## config.mk

```make
export PLATFORM = sky130hd
export DESIGN_NAME = lrac_ctrl
export DESIGN_NICKNAME = d
export VERILOG_FILES = /design/src/sv/lrac_pkg.sv /design/src/sv/lrac_ctrl.sv
export SDC_FILE = /design/constraint.sdc
export NUM_CORES = 1
export LEC_CHECK = 0
export BUFFER_PORTS_ARGS = -buffer_cell sky130_fd_sc_hd__buf_4
export CORE_AREA = 4 4 95 97
export DETAILED_ROUTE_END_ITERATION = 12
export DIE_AREA = 0 0 99 101
export PLACE_DENSITY_LB_ADDON = 0.25
export REMOVE_ABC_BUFFERS = 1
export SYNTH_ARGS = -nofsm -noshare
export SYNTH_HDL_FRONTEND = slang
export SYNTH_SLANG_ARGS = --single-unit
```

## constraint.sdc

```tcl
create_clock -name clock -period 2.2 [get_ports clock]
set_clock_uncertainty 0.05 [all_clocks]
set_input_delay 0.11 -clock clock [delete_from_list [all_inputs] [get_ports clock]]
set_output_delay 0.11 -clock clock [all_outputs]
set_load 0.01 [all_outputs]
```

## src/sv/lrac_pkg.sv

```systemverilog
// shared types, constants and helpers for the lattice reaction attempt core
`timescale 1ns / 1ps
`default_nettype none

package lrac_pkg;

   localparam int GRID_WIDTH     = 256;
   localparam int GRID_HEIGHT    = 256;
   localparam int REACTION_SLOTS = 8;
   localparam int SPECIES_BITS   = 2;

   localparam int SLOT_COUNT = 8;
   localparam int SLOT_BITS  = 20;
   localparam int SLOT_IDX_BITS = 3;
   localparam int X_BITS     = $clog2(GRID_WIDTH);
   localparam int Y_BITS     = $clog2(GRID_HEIGHT);
   localparam int ADDR_BITS  = X_BITS + Y_BITS;
   localparam int RATE_BITS  = 16;
   localparam int CSR_ADDR_BITS = 5;
   localparam int CSR_DATA_BITS = 32;

   localparam logic [RATE_BITS-1:0] RATE_ONE = 16'h0100;
   localparam logic [1:0] SPECIES_MASK = 2'((1 << SPECIES_BITS) - 1);

   localparam logic [SLOT_BITS-1:0] SLOT_RESET [SLOT_COUNT] = '{
      20'h10400, 20'h40003, 20'h60A00, 20'h80100,
      20'hB2700, 20'hC0100, 20'h00000, 20'h00000
   };

   // item kinds
   localparam logic [1:0] KIND_LOAD    = 2'd0;
   localparam logic [1:0] KIND_ATTEMPT = 2'd1;
   localparam logic [1:0] KIND_READ    = 2'd2;

   // neighbour directions
   localparam logic [1:0] DIR_UP    = 2'd0;
   localparam logic [1:0] DIR_RIGHT = 2'd1;
   localparam logic [1:0] DIR_DOWN  = 2'd2;

   typedef struct packed {
      logic [1:0]  kind;
      logic [7:0]  cell_x;
      logic [7:0]  cell_y;
      logic [1:0]  neighbour_dir;
      logic [2:0]  reaction_index;
      logic [15:0] chance;
      logic [1:0]  load_value;
   } req_type;

   typedef struct packed {
      logic [1:0] cell_state;
      logic       changed;
      logic       reaction_done;
   } rsp_type;

   typedef struct packed {
      logic                 we;
      logic [ADDR_BITS-1:0] addr;
      logic [1:0]           wdata;
   } ram_req_type;

   typedef struct packed {
      logic                 accept;
      logic                 last;
      logic [RATE_BITS-1:0] next_rate;
   } rate_res_type;

   function automatic logic [ADDR_BITS-1:0] cell_addr(input logic [X_BITS-1:0] x,
                                                      input logic [Y_BITS-1:0] y);
      cell_addr = {y, x};
   endfunction

endpackage

`default_nettype wire

```

## src/sv/lrac_ctrl.sv

```systemverilog
// item sequencer: grid accesses, reaction latch and result register
`timescale 1ns / 1ps
`default_nettype none

module lrac_ctrl
   import lrac_pkg::*;
(
   input  wire logic                 clock,
   input  wire logic                 reset,
   input  wire logic                 req_valid,
   output logic                      req_stall,
   input  wire req_type              req_data,
   output logic                      rsp_valid,
   input  wire logic                 rsp_stall,
   output rsp_type                   rsp_data,
   input  wire logic [SLOT_BITS-1:0] slot_rd,
   output ram_req_type               ram_req,
   input  wire logic [1:0]           ram_rdata,
   output logic [RATE_BITS-1:0]      rate_q,
   output logic [15:0]               chance_q,
   input  wire rate_res_type         rate_res
);

   localparam logic [2:0] ST_IDLE  = 3'd0;
   localparam logic [2:0] ST_WRITE = 3'd1;
   localparam logic [2:0] ST_READ  = 3'd2;
   localparam logic [2:0] ST_CELL  = 3'd3;
   localparam logic [2:0] ST_DEC   = 3'd4;
   localparam logic [2:0] ST_EMIT  = 3'd5;

   logic [2:0]           state_ff, state_in;
   logic [ADDR_BITS-1:0] here_ff;
   logic [1:0]           loadv_ff;
   logic [15:0]          chance_ff;
   logic [1:0]           nb_ff;
   logic [RATE_BITS-1:0] rate_ff, rate_in;
   logic                 busy_ff, busy_in;
   logic [1:0]           src_ff, src_in;
   logic [1:0]           sink_ff, sink_in;
   rsp_type              res_ff, res_in;
   rsp_type              out_ff;
   logic                 out_valid_ff, out_valid_in;

   logic [X_BITS-1:0]    req_x, nb_x;
   logic [Y_BITS-1:0]    req_y, nb_y;
   logic [ADDR_BITS-1:0] req_here, req_nb;
   logic                 req_acc;
   logic                 out_free;
   logic                 hit;

   assign req_x = X_BITS'(req_data.cell_x);
   assign req_y = Y_BITS'(req_data.cell_y);

   // wrapped neighbour on the torus
   always_comb begin
      nb_x = req_x;
      nb_y = req_y;
      case (req_data.neighbour_dir)
         DIR_UP: begin
            nb_y = (req_y == '0) ? Y_BITS'(GRID_HEIGHT - 1) : req_y - 1'b1;
         end
         DIR_RIGHT: begin
            nb_x = (req_x == X_BITS'(GRID_WIDTH - 1)) ? '0 : req_x + 1'b1;
         end
         DIR_DOWN: begin
            nb_y = (req_y == Y_BITS'(GRID_HEIGHT - 1)) ? '0 : req_y + 1'b1;
         end
         default: begin
            nb_x = (req_x == '0) ? X_BITS'(GRID_WIDTH - 1) : req_x - 1'b1;
         end
      endcase
   end

   assign req_here = cell_addr(req_x, req_y);
   assign req_nb   = cell_addr(nb_x, nb_y);

   assign req_stall = (state_ff != ST_IDLE);
   assign req_acc   = req_valid && !req_stall;
   assign out_free  = !out_valid_ff || !rsp_stall;

   // death reaction ignores the neighbour
   assign hit = rate_res.accept && (ram_rdata == src_ff) &&
                ((sink_ff == 2'd0) || (nb_ff == sink_ff));

   always_comb begin
      ram_req.we    = 1'b0;
      ram_req.addr  = here_ff;
      ram_req.wdata = loadv_ff;
      state_in      = state_ff;
      rate_in       = rate_ff;
      busy_in       = busy_ff;
      src_in        = src_ff;
      sink_in       = sink_ff;
      res_in        = res_ff;
      out_valid_in  = out_valid_ff && rsp_stall;

      unique case (state_ff)
         ST_IDLE: begin
            // read issued on the accept edge: neighbour for attempts, cell otherwise
            ram_req.addr = (req_data.kind == KIND_ATTEMPT) ? req_nb : req_here;
            if (req_acc) begin
               case (req_data.kind)
                  KIND_LOAD:    state_in = ST_WRITE;
                  KIND_ATTEMPT: state_in = ST_CELL;
                  default:      state_in = ST_READ;
               endcase
            end
         end
         ST_WRITE: begin
            ram_req.we = 1'b1;
            res_in     = '{cell_state: loadv_ff, changed: 1'b0, reaction_done: 1'b0};
            state_in   = ST_EMIT;
         end
         ST_READ: begin
            res_in   = '{cell_state: ram_rdata, changed: 1'b0, reaction_done: 1'b0};
            state_in = ST_EMIT;
         end
         ST_CELL: begin
            if (!busy_ff) begin
               src_in  = slot_rd[19:18];
               sink_in = slot_rd[17:16];
               rate_in = slot_rd[15:0];
               busy_in = (slot_rd[15:0] != '0);
            end
            state_in = ST_DEC;
         end
         ST_DEC: begin
            if (!busy_ff) begin
               // zero rate: no attempt
               res_in = '{cell_state: ram_rdata, changed: 1'b0, reaction_done: 1'b1};
            end else begin
               ram_req.we    = hit;
               ram_req.wdata = sink_ff & SPECIES_MASK;
               res_in.cell_state    = hit ? (sink_ff & SPECIES_MASK) : ram_rdata;
               res_in.changed       = hit;
               res_in.reaction_done = rate_res.last;
               rate_in = rate_res.next_rate;
               busy_in = !rate_res.last;
            end
            state_in = ST_EMIT;
         end
         ST_EMIT: begin
            if (out_free) begin
               out_valid_in = 1'b1;
               state_in     = ST_IDLE;
            end
         end
         default: begin
            state_in = ST_IDLE;
         end
      endcase
   end

   always_ff @(posedge clock) begin
      if (reset) begin
         state_ff     <= ST_IDLE;
         rate_ff      <= '0;
         busy_ff      <= 1'b0;
         src_ff       <= '0;
         sink_ff      <= '0;
         out_valid_ff <= 1'b0;
      end else begin
         state_ff     <= state_in;
         rate_ff      <= rate_in;
         busy_ff      <= busy_in;
         src_ff       <= src_in;
         sink_ff      <= sink_in;
         out_valid_ff <= out_valid_in;
      end
   end

   always_ff @(posedge clock) begin
      if (req_acc) begin
         here_ff   <= req_here;
         loadv_ff  <= req_data.load_value & SPECIES_MASK;
         chance_ff <= req_data.chance;
      end
      if (state_ff == ST_CELL) begin
         nb_ff <= ram_rdata;
      end
      res_ff <= res_in;
      if (state_ff == ST_EMIT && out_free) begin
         out_ff <= res_ff;
      end
   end

   assign rsp_valid = out_valid_ff;
   assign rsp_data  = out_ff;
   assign rate_q    = rate_ff;
   assign chance_q  = chance_ff;

endmodule

`default_nettype wire
```

# Word-level counts from Yosys, hierarchy flattened
# Cells that the tools add are included.
# totals
regBits,69
ram_bits,0
romBits,0
input_bits,85
latchBits,0
n_memories,0
word_cells,90
# classes
addsub,4
n_div,0
reduce_logical,26
mux,27
mul,0
magnitude_cmp,0
shift,0
bitwise,1
eq_ne,16
# ops
op,count
$mux 16,4
$mux 8,4
$pmux 16 s2,1
$pmux 8 s2,2
$add 8x1->8 const B,2
$eq 8x8->1 const B,2
$logic_not 8->1,2
$reduce_bool 16->1,1
$sub 8x1->8 const B,2
$pmux 3 s4,1
$pmux 4 s3,1
$ne 2x2->1 const B,4
$eq 3x2->1 const B,2
$eq 3x3->1 const B,2
$logic_not 2->1,3
$mux 2,3
$mux 3,2
$reduce_bool 3->1,2
$logic_and 1x1->1,5
$mux 1,5
$eq 2x1->1 const B,2
$eq 2x2->1,2
$logic_not 1->1,4
$mux 4,1
other kinds (12),15

# Longest topological paths before layout
# Gate-level depths: netlist (run 1).
# logic_depth
word_depth,6
mapped_depth,8
ltp_nobuf,7

# Worst setup path after synthesis (run 1)
# OpenSTA, ideal clock, no wires.
# synth_path
path_kind,register -> register
start,reg state_ff[0]
end,"reg chance_ff[0], in the netlist chance_q[0] (enable)"
slack_ns,0.252
stages_incl_launch_ff,5
arrival_time_ns,1.510
setup_ns,0.389
period_less_slack_ns,1.948
path_cell_list,dfxtp_1 buf_6 nor3_4 nand2_1 inv_1
# synth_between
elab_chain_len,3
# synth_lines
item,line,rtl
start: declaration,lrac_ctrl.sv:31,"logic [2:0] state_ff, state_in;"
start signal: assignment,lrac_ctrl.sv:163,state_ff <= state_in;
$reduce_bool 3->1,lrac_ctrl.sv:77,assign req_stall = (state_ff != ST_IDLE);
$logic_not 1->1,lrac_ctrl.sv:78,assign req_acc = req_valid && !req_stall;
$logic_and 1x1->1,lrac_ctrl.sv:78,
via req_acc,lrac_ctrl.sv:47,logic req_acc;
end signal: assignment,lrac_ctrl.sv:176,chance_ff <= req_data.chance;
end: declaration,lrac_ctrl.sv:34,logic [15:0] chance_ff;
# The timed path passes the listed nets, and every way through them passes these cells.
# A chain may end at the register's enable or synchronous reset.

==> results of run 1 <==
-- metal layers --
layer  part of all wire  vias up  wire, um
met5                  0        -         0
met4             0.0095        0       104
met3              0.091       10       992
met2               0.51      154      5620
met1               0.38     1721      4200
li1                   -     1814         -
-- cell usage in the layout, fill, tap and decap left out, types with 9 or more instances in the layout --
cell type      instances
mux2i_1               24
dlygate4sd3_1         38
nand3_1               13
nand2b_1               9
clkbuf_8               9
inv_1                 11
o21ai_0               17
nand2_1               21
nor2_1                43
buf_4                149
a21oi_1               22
dfxtp_1               22
a211oi_2              16
nor2b_1                9
edfxtp_1              44
-- power by group through the flow --
stage	Clock, uW	Sequential (uW)	Combinational [uW]
after floorplan	0	1650	532
after global placement	0	1620	1110
after detailed placement	0	1630	1130
after CTS	949	1600	1180
after global routing	1020	1620	1310
final	927	1610	1200
-- cell type report --
class	instances	area (um2)	area share
inverter	12	47.5	0.00836
multi-input combinational	286	1980	0.349
clock inverter	7	47.5	0.00836
clock buffer	9	124	0.0218
tap	105	131	0.0231
sequential	69	1830	0.321
timing repair buffer	189	1530	0.269
-- through the flow --
stage	hold WS, ns	cells	TNS [ns]	total power (uW)
final	0.0104	677	0	3740
after CTS	0.00418	671	0	3740
after global placement	0.238	617	0	2730
after detailed placement	0.239	617	0	2760
after floorplan	0.125	367	0	2180
after global routing	0.0192	677	-0.0657	3960
-- worst max-delay path, delay by kind of cell --
family	cells	cell delay, ns
AO/OA/AOI/OAI	2	0.43
buffers and inverters	3	0.87
AND/OR/NAND/NOR	3	0.59
-- registers in the layout (all words and copies together) (netlist names) --
signal,count
src_ff,2
loadv_ff,2
rsp_valid,1
here_ff,16
sink_ff,2
busy_ff,1
res_ff,4
nb_ff,2
state_ff,3
rsp_data,4
chance_q,16
rate_q,16
-- kinds of logic after synthesis --
logic type                 count (synthesis)
muxes                                     26
adders and majority gates                  6
AOI/OAI and AO/OA                        104
and+or+nand+nor                          139
DFF                                       69
xor gates and xnor gates                  11
buffers and inverters                     39
-- path summary, 6_finish.rpt --
path	startpoint	to	cells past startpoint
setup / recovery	req_data[36]	ram_req[6]	8
hold / removal	req_valid	state_ff[0]$_SDFFE_PP0P_	3
setup reg to reg	state_ff[1]$_SDFFE_PP0P_	rate_q[13]$_SDFFE_PP0P_	5
hold reg to reg	res_ff[3]$_DFFE_PP_	rsp_data[3]$_DFFE_PP_	0
-- what timing repair did --
action                     4_1_cts  5_1_grt
setup endpoints to repair        2        7
hold endpoints to repair        38        0
pin swaps                        0        5
resized for setup                2        9
hold buffers                    38        0
setup buffers                    0        6
==> flow_summary.yaml, run 1 <==
status:
  status: "finished, final reports clean"
drt:
  dr.pass1.iters: 5
  vias: 3699
  drt-wirelength-per-cell_um: 16.1
  drtIter0Drc: 184
  drt_drc_violations_left: 0
  finalWirelength_mm: 10.9
  ant_nets: 0
  vias_per_cell: 5.46
grt:
  grt.total_usage: 0.216
  grt_pass1_wl_mm: 17.4
  grtUsageMet3: 0.0644
  use_met2: 0.378
  grt_max_degree: 33
  grt_pass1_vias: 3614
  grt-ovfl-total: 0
  grt_busiest_layer: "met2"
  antenna_found_initial: 0
  grtUsageMet1: 0.259
final_layout:
  fill_cells: 631
  antennaDiodeCount: 0
  fin_nets: 658
  finalInstanceArea_um2: 5690
  layout-drive-gt1-share: 0.350
  area_delta_synth_final_pct: 41.7
  final_util: 0.699
yosys:
  yosysMostFrequentCell: "edfxtp_1"
  yosysWarnings: 0
  synth_top_family_by_area: "compound AO/OA/AOI/OAI gates"
  ys.flop_type: "edfxtp_1"
  syn_inst: 394
  yosys.area_share.simple: 0.188
  synth_top_area_frac: 0.329
  synth_edf_count: 44
  synth_compound_area_frac: 0.194
  synth_area_leaders: "edfxtp_1 33%, dfxtp_1 12%, mux2i_1 6.0%"
  ys_types: 63
  muxShareOfSynthArea: 0.0655
  avgSynthCellArea_um2: 10.2
  synthAdderAreaFrac: 0.0187
  syn_area_um2: 4010
  synth-xor-area-share: 0.0240
  ys_seq_area_frac: 0.454
  synthArstFlopShare: 0
  ys_ff_latch: 69
  ys_top_cells_by_count: "44 x edfxtp_1, 43 x nor2_1, 25 x dfxtp_1"
  synth_top_area_cell: "edfxtp_1"
timing:
  setup_ws_ns: 0.0312
  setup_viol: 0
  hold_viol: 0
  finalMaxSlewViolations: 0
  fmax_mhz: 461
  fin_crit_sh: 0.986
  max-slew-margin-rel: 0.619
  tightest_slew_ns: 0.566
  min_period_ns: 2.17
clock_tree:
  cts_tree: "yes"
  cts_buffer_depth: 2
  cts_inserted_buffers: 9
  cts-root-buf: "clkbuf_8"
  clock_sinks: 69
  htreeDepth: 3
  clock_latency_ns: 0.34
  cts.clk_slew.worst_paths_ns: 0.08
floorplanning:
  rows: 33
  fp.dieArea_um2: 10000
  coreArea_um2: 8130
  die_w_um: 99
  initial_core_util: 0.493
  die_h_um: 101
  io_pins: 142
worst_hold_path:
  hold_path_class: "input port to flip-flop"
power_and_ir_drop:
  clockPowerShare: 0.248
  power_frac_comb: 0.322
  ir_worst_vdd_uv: 473
  power_density_nw_per_um2: 657
  netSwitchingFraction: 0.319
  p_int_uw: 2540
  p_switching_uw: 1190
  sequentialPowerShare: 0.430
  power_leakage_uw: 0.00226
setup_path:
  cp-end-kind: "primary output"
  slowest_delay_ns: 0.53
  slowest_stage: "dlygate4sd3_1"
  timing.critical_path.mode_cell: "buf_4"
  crit_type: "input port to primary output"
  path_cells: "dlygate4sd3_1 -> buf_4 -> nor4_4 -> nand3_2 -> a21oi_2 -> nor2_1 -> a311oi_1 -> buf_4"
  cp.arrival_ns: 2.01
  path_max_fanout: 10
  required_ns: 2.04
  crit_path_start_kind: "input port"
  reg2reg_slack_ns: 0.38
place:
  dp_slack_ns: 0.272
  dpl_cell_area_um2: 5060
  place.gp.congestion: 0.860
  io_buffers: 138
  hpwl_mm: 7.43
flow_run:
  drv_cap: 0
(Power assumes the default switching activity.)
==> run 2: changes to the inputs <==
Settings changed: PLACE_DENSITY set to 0.75, PLACE_DENSITY_LB_ADDON 0.25 to not set.
==> run 2 against run 1 <==
Net effect: global-route usage up 0.37 points; maximum frequency up 2.5%; sequential power about the same; total power up 5.0%; register-to-register slack about the same; die area unchanged; critical path depth unchanged; wire length up 0.48%; cell count down 1.0%; combinational power about the same; clock power up 21%.
==> flow_summary.yaml, run 2 (synthesized netlist as in run 1, its figures left out) <==
setup_path:
  reg2reg_slack_ns: 0.38
  slowest_stage: "dlygate4sd3_1"
  timing.rr.end: "rate_q[6]$_SDFFE_PP0P_"
  path_depth: 8
  path_cells: "dlygate4sd3_1 -> buf_4 -> nor4_4 -> nand3_2 -> a21oi_2 -> nor2_1 -> a311oi_1 -> buf_4"
  path_max_fanout: 10
  cp-end-kind: "primary output"
  r2r_cells: 5
  r2r-start: "state_ff[1]$_SDFFE_PP0P_"
  cp_top_family: "buffers and inverters"
  cp.arrival_ns: 1.96
  path_buf_inv: 3
  crit_type: "input port to primary output"
  crit_path_start_kind: "input port"
  slowest_delay_ns: 0.54
  required_ns: 2.04
  timing.critical_path.mode_cell: "buf_4"
timing:
  tightest_slew_ns: 0.537
  hold_viol: 0
  setup_viol: 0
  max-slew-margin-rel: 0.638
  finalMaxSlewViolations: 0
  min_period_ns: 2.12
  whs_ns: 0.0166
  fmax_mhz: 473
  fin_crit_sh: 0.962
final_layout:
  area_delta_synth_final_pct: 41.3
  antennaDiodeCount: 0
  final_common_cell: "buf_4"
  finalInstanceArea_um2: 5670
  final_cell_mix: "143 x buf_4, 44 x edfxtp_1, 43 x nor2_1"
  layout-drive-gt1-share: 0.340
  fin_nets: 651
  final_cells: 670
worst_hold_path:
  hold_start: "req_data[35]"
  hold_path_class: "input port to flip-flop"
  min_to: "here_ff[4]$_DFFE_PP_"
  min_path_cells: 1
floorplanning:
  initial_core_util: 0.493
  die_w_um: 99
  coreArea_um2: 8130
  io_pins: 142
  fp.dieArea_um2: 10000
  die_h_um: 101
  rows: 33
grt:
  grt_pass1_vias: 3729
  grt_busiest_layer: "met2"
  use_met2: 0.384
  grt_max_degree: 33
  grt_pass1_wl_mm: 17.7
  grtUsageMet3: 0.0554
  antenna_found_initial: 0
  grt.total_usage: 0.220
  grt-ovfl-total: 0
  grtUsageMet1: 0.263
drt:
  dr.pass1.iters: 5
  drt_drc_violations_left: 0
  drt-wirelength-per-cell_um: 16.4
  drtIter0Drc: 237
  ant_nets: 0
  vias: 3677
  vias_per_cell: 5.49
  finalWirelength_mm: 11.0
clock_tree:
  cts_inserted_buffers: 9
  cts.clk_slew.worst_paths_ns: 0.07
  cts_tree: "yes"
  clock_latency_ns: 0.34
  clock_sinks: 69
  htreeDepth: 3
  cts-root-buf: "clkbuf_8"
  cts_buffer_depth: 2
place:
  dpl_cell_area_um2: 5060
  dp_cells: 616
  place.gp.congestion: 0.847
  hpwl_mm: 7.53
  io_buffers: 138
power_and_ir_drop:
  power_leakage_uw: 0.00224
  power_density_nw_per_um2: 692
  ir_worst_vdd_uv: 411
flow_run:
  drv_cap: 0
status:
  status: "finished, final reports clean"
[run 2: how the worst max path moves through the flow]
stage / slack (ns) / start / endpoint
finish: 0.08 / req_data[36] / ram_req[6]
global placement: 0.34 / state_ff[1]$_SDFFE_PP0P_ / rate_q[13]$_SDFFE_PP0P_
floorplan: 0.06 / state_ff[2]$_SDFFE_PP0P_ / rate_q[0]$_SDFFE_PP0P_
CTS: 0.03 / state_ff[2]$_SDFFE_PP0P_ / ram_req[13]
detailed placement: 0.23 / state_ff[1]$_SDFFE_PP0P_ / rate_q[2]$_SDFFE_PP0P_
global route: -0.05 / state_ff[2]$_SDFFE_PP0P_ / ram_req[15]
[run 2: metrics by stage]
| stage | setup WS (ns) | power [uW] | TNS (ns) | utilization |
|---|---|---|---|---|
| detailed placement | 0.231 | 2760 | 0 | 0.622 |
| CTS | 0.0328 | 3920 | 0 | 0.693 |
| global route | -0.0547 | 4130 | -0.0886 | 0.697 |
| floorplan | 0.0558 | 2180 | 0 | - |
| finish | 0.0841 | 3920 | 0 | 0.697 |
| global placement | 0.341 | 2730 | 0 | 0.622 |
[run 2: routing by layer]
metal | part of all wire | wire length (um)
met3 | 0.051 | 558
met1 | 0.41 | 4470
met5 | 0 | 0
met2 | 0.52 | 5650
met4 | 0.026 | 283
[run 2: timing repair]
item	in CTS	in global routing
endpoints found under the setup margin	1	8
buffers inserted	0	1
resized for setup	2	6
pin swaps	0	4
hold endpoints to repair	37	0
hold buffers	37	0
[run 2: cell type report]
| type | count | area (um2) |
|---|---|---|
| clock buffers | 12 | 135 |
| clock inverters | 4 | 73.8 |
| well taps | 105 | 131 |
| fillers | 623 | 2460 |
| inverters | 12 | 47.5 |
| flip-flops and latches | 69 | 1830 |
| multi-input cells | 286 | 1980 |
| repair buffers | 182 | 1480 |
[run 2: power by group]
| group | internal, uW | switching [uW] | total [uW] |
|---|---|---|---|
| Sequential | 1540 | 67.2 | 1610 |
| Clock | 641 | 484 | 1120 |
| Combinational | 582 | 611 | 1190 |
| Total | 2760 | 1160 | 3920 |
==> run 3: changes to the inputs <==
Settings changed: ABC_AREA set to 1, CELL_PAD_IN_SITES_DETAIL_PLACEMENT set to 2, CELL_PAD_IN_SITES_GLOBAL_PLACEMENT set to 2, CORE_AREA 4 4 95 97 to 4 4 126 128, DIE_AREA 0 0 99 101 to 0 0 130 132, PLACE_DENSITY 0.75 to 0.74, TNS_END_PERCENT set to 1.
==> run 3 against run 2 <==
Net effect: critical path depth rose by 3; largest cell class is now flip-flops and latches; final area increased by 2.9%; hold slack worse by 0.0046 ns; cell count is 31% higher; combinational power rose by 71%; largest power group is now combinational cells.
==> flow_summary.yaml, run 3 <==
yosys:
  synth_area_leaders: "edfxtp_1 34%, nand2_1 13%, dfxtp_1 13%"
  ys_seq_area_frac: 0.464
  syn_area_um2: 3930
  ys_ff_latch: 69
  synth_top_area_cell: "edfxtp_1"
  syn_inst: 506
  synth_edf_count: 44
  synthArstFlopShare: 0
  yosysWarnings: 0
  ys.flop_type: "edfxtp_1"
  ys_top_cells_by_count: "138 x nand2_1, 47 x inv_1, 44 x edfxtp_1, 44 x nor2_1, 40 x a21oi_1"
  synth_top_area_frac: 0.336
  avgSynthCellArea_um2: 7.76
  ys_types: 35
  yosysMostFrequentCell: "nand2_1"
floorplanning:
  fp.dieArea_um2: 17200
  die_w_um: 130
  die_h_um: 132
  io_pins: 142
  initial_core_util: 0.264
  rows: 45
  coreArea_um2: 14900
clock_tree:
  clock_latency_ns: 0.34
  cts.clk_slew.worst_paths_ns: 0.05
  clock_sinks: 69
  cts_tree: "yes"
  cts-root-buf: "clkbuf_16"
  cts_buffer_depth: 2
  cts_inserted_buffers: 9
  htreeDepth: 3
timing:
  tns_ns: 0
  finalMaxSlewViolations: 0
  fmax_mhz: 492
  hold_viol: 0
  setup_viol: 0
  min_period_ns: 2.03
  rsz0062_at_grt: "no"
  max-slew-margin-rel: 0.527
  fin_crit_sh: 0.924
  tightest_slew_ns: 0.709
grt:
  grt-ovfl-total: 0
  antenna_found_initial: 0
  grt.total_usage: 0.185
  grt_max_degree: 33
  grt_pass1_vias: 4778
  grt_pass1_wl_mm: 25.1
drt:
  ant_nets: 0
  drtIter0Drc: 218
  dr.pass1.iters: 4
  drt_drc_violations_left: 0
  vias: 4240
  finalWirelength_mm: 15.9
  vias_per_cell: 4.84
  drt-wirelength-per-cell_um: 18.1
setup_path:
  reg2reg_slack_ns: 0.17
  timing.critical_path.mode_cell: "buf_4"
  cp-end-kind: "primary output"
  required_ns: 2.04
  r2r_cells: 7
  cp.arrival_ns: 1.87
  timing.rr.end: "state_ff[1]$_SDFFE_PP0P_"
  path_max_fanout: 9
  crit_path_start_kind: "input port"
  slowest_delay_ns: 0.54
  slowest_stage: "dlygate4sd3_1"
  path_cells: "dlygate4sd3_1 -> buf_4 -> nor2_1 -> nand2_1 -> inv_2 -> nand4_1 -> buf_4 -> nand3_1 -> nand2_1 -> a21oi_1 -> buf_4"
  r2r-start: "state_ff[0]$_SDFFE_PP0P_"
  path_buf_inv: 5
  cp_top_family: "buffers and inverters"
  crit_type: "input port to primary output"
power_and_ir_drop:
  power_leakage_uw: 0.00263
  power_density_nw_per_um2: 894
  power_frac_comb: 0.391
  clockPowerShare: 0.266
  netSwitchingFraction: 0.366
  p_int_uw: 3310
  ir_worst_vdd_uv: 353
  p_switching_uw: 1910
  sequentialPowerShare: 0.343
final_layout:
  final_cell_mix: "146 x buf_4, 138 x nand2_1, 46 x inv_1"
  fill_cells: 1720
  area_delta_synth_final_pct: 48.6
  final_common_cell: "buf_4"
  fin_nets: 774
  layout-drive-gt1-share: 0.273
  final_cells: 876
  antennaDiodeCount: 0
place:
  dp_cells: 819
  place.gp.congestion: 0.815
  io_buffers: 138
  hpwl_mm: 11.8
worst_hold_path:
  hold_start: "rate_res[13]"
  min_path_cells: 3
  min_to: "rate_q[13]$_SDFFE_PP0P_"
  hold_path_class: "input port to flip-flop"
flow_run:
  drv_cap: 0
status:
  status: "finished, final reports clean"
## run 3: through the flow
stage,hold slack [ns],instance area (um2),util,setup WS [ns],total power [uW]
after global routing,0.00811,5840,0.393,0.00814,5550
final,0.0120,5840,0.393,0.168,5220
after floorplan,0.129,3790,-,-0.596,2740
after global placement,0.239,5140,0.346,0.490,3710
after CTS,0.000274,5810,0.391,0.0803,5270
after detailed placement,0.240,5140,0.346,0.425,3810
## run 3: kinds of logic after synthesis
logic type / Yosys count / synth area share
compound gates: 106 / 0.149
xor+xnor: 5 / 0.0112
fa+ha+maj: 6 / 0.0191
buf+inv: 72 / 0.0835
flops: 69 / 0.464
simple gates: 248 / 0.273
## run 3: how the worst max path moves through the flow
| stage | start | endpoint | slack, ns | depth (start not counted) |
|---|---|---|---|---|
| after global placement | req_data[32] | ram_req[9] | 0.49 | 12 |
| after floorplan | state_ff[0]$_SDFFE_PP0P_ | state_ff[1]$_SDFFE_PP0P_ | -0.60 | 5 |
| after detailed placement | req_data[32] | ram_req[9] | 0.43 | 12 |
| final | req_data[27] | ram_req[13] | 0.17 | 11 |
| after global routing | req_data[27] | ram_req[10] | 0.008 | 10 |
| after CTS | req_data[27] | ram_req[17] | 0.08 | 12 |
## run 3: power groups by stage
| stage | Combinational, uW | Clock, uW | Sequential, uW |
|---|---|---|---|
| 2_1_floorplan | 893 | 0 | 1850 |
| 3_3_place_gp | 1920 | 0 | 1800 |
| 3_5_place_dp | 1990 | 0 | 1820 |
| 4_1_cts | 2060 | 1420 | 1790 |
| 5_1_grt | 2250 | 1480 | 1810 |
| 6_report | 2040 | 1390 | 1790 |
## run 3: cell type report
type	instances	area (um2)	share of cell area
Timing Repair Buffer	186	1510	0.258
Inverter	52	195	0.0334
Tap cell	188	235	0.0403
Sequential cell	69	1820	0.312
Clock buffer	10	229	0.0392
Clock inverter	6	48.8	0.00836
Multi-Input combinational cell	365	1800	0.309
## run 3: what timing repair did
action	4_1_cts	5_1_grt
hold endpoints to repair	40	0
setup endpoints to repair	0	4
resized for setup	0	5
buffers inserted	0	2
hold buffers	39	0
## run 3: tightest hold or removal path, stage by stage
cell     delay, ns
buf_4         0.11
nand2_1       0.05
a31oi_1       0.07
## run 3: per-layer routing
layer,up-vias,global-route usage,part of all wire
li1,2057,-,-
met1,2071,0.215,0.40
met2,101,0.333,0.52
met3,11,0.0515,0.062
met4,0,0.0416,0.0089
met5,-,0,0
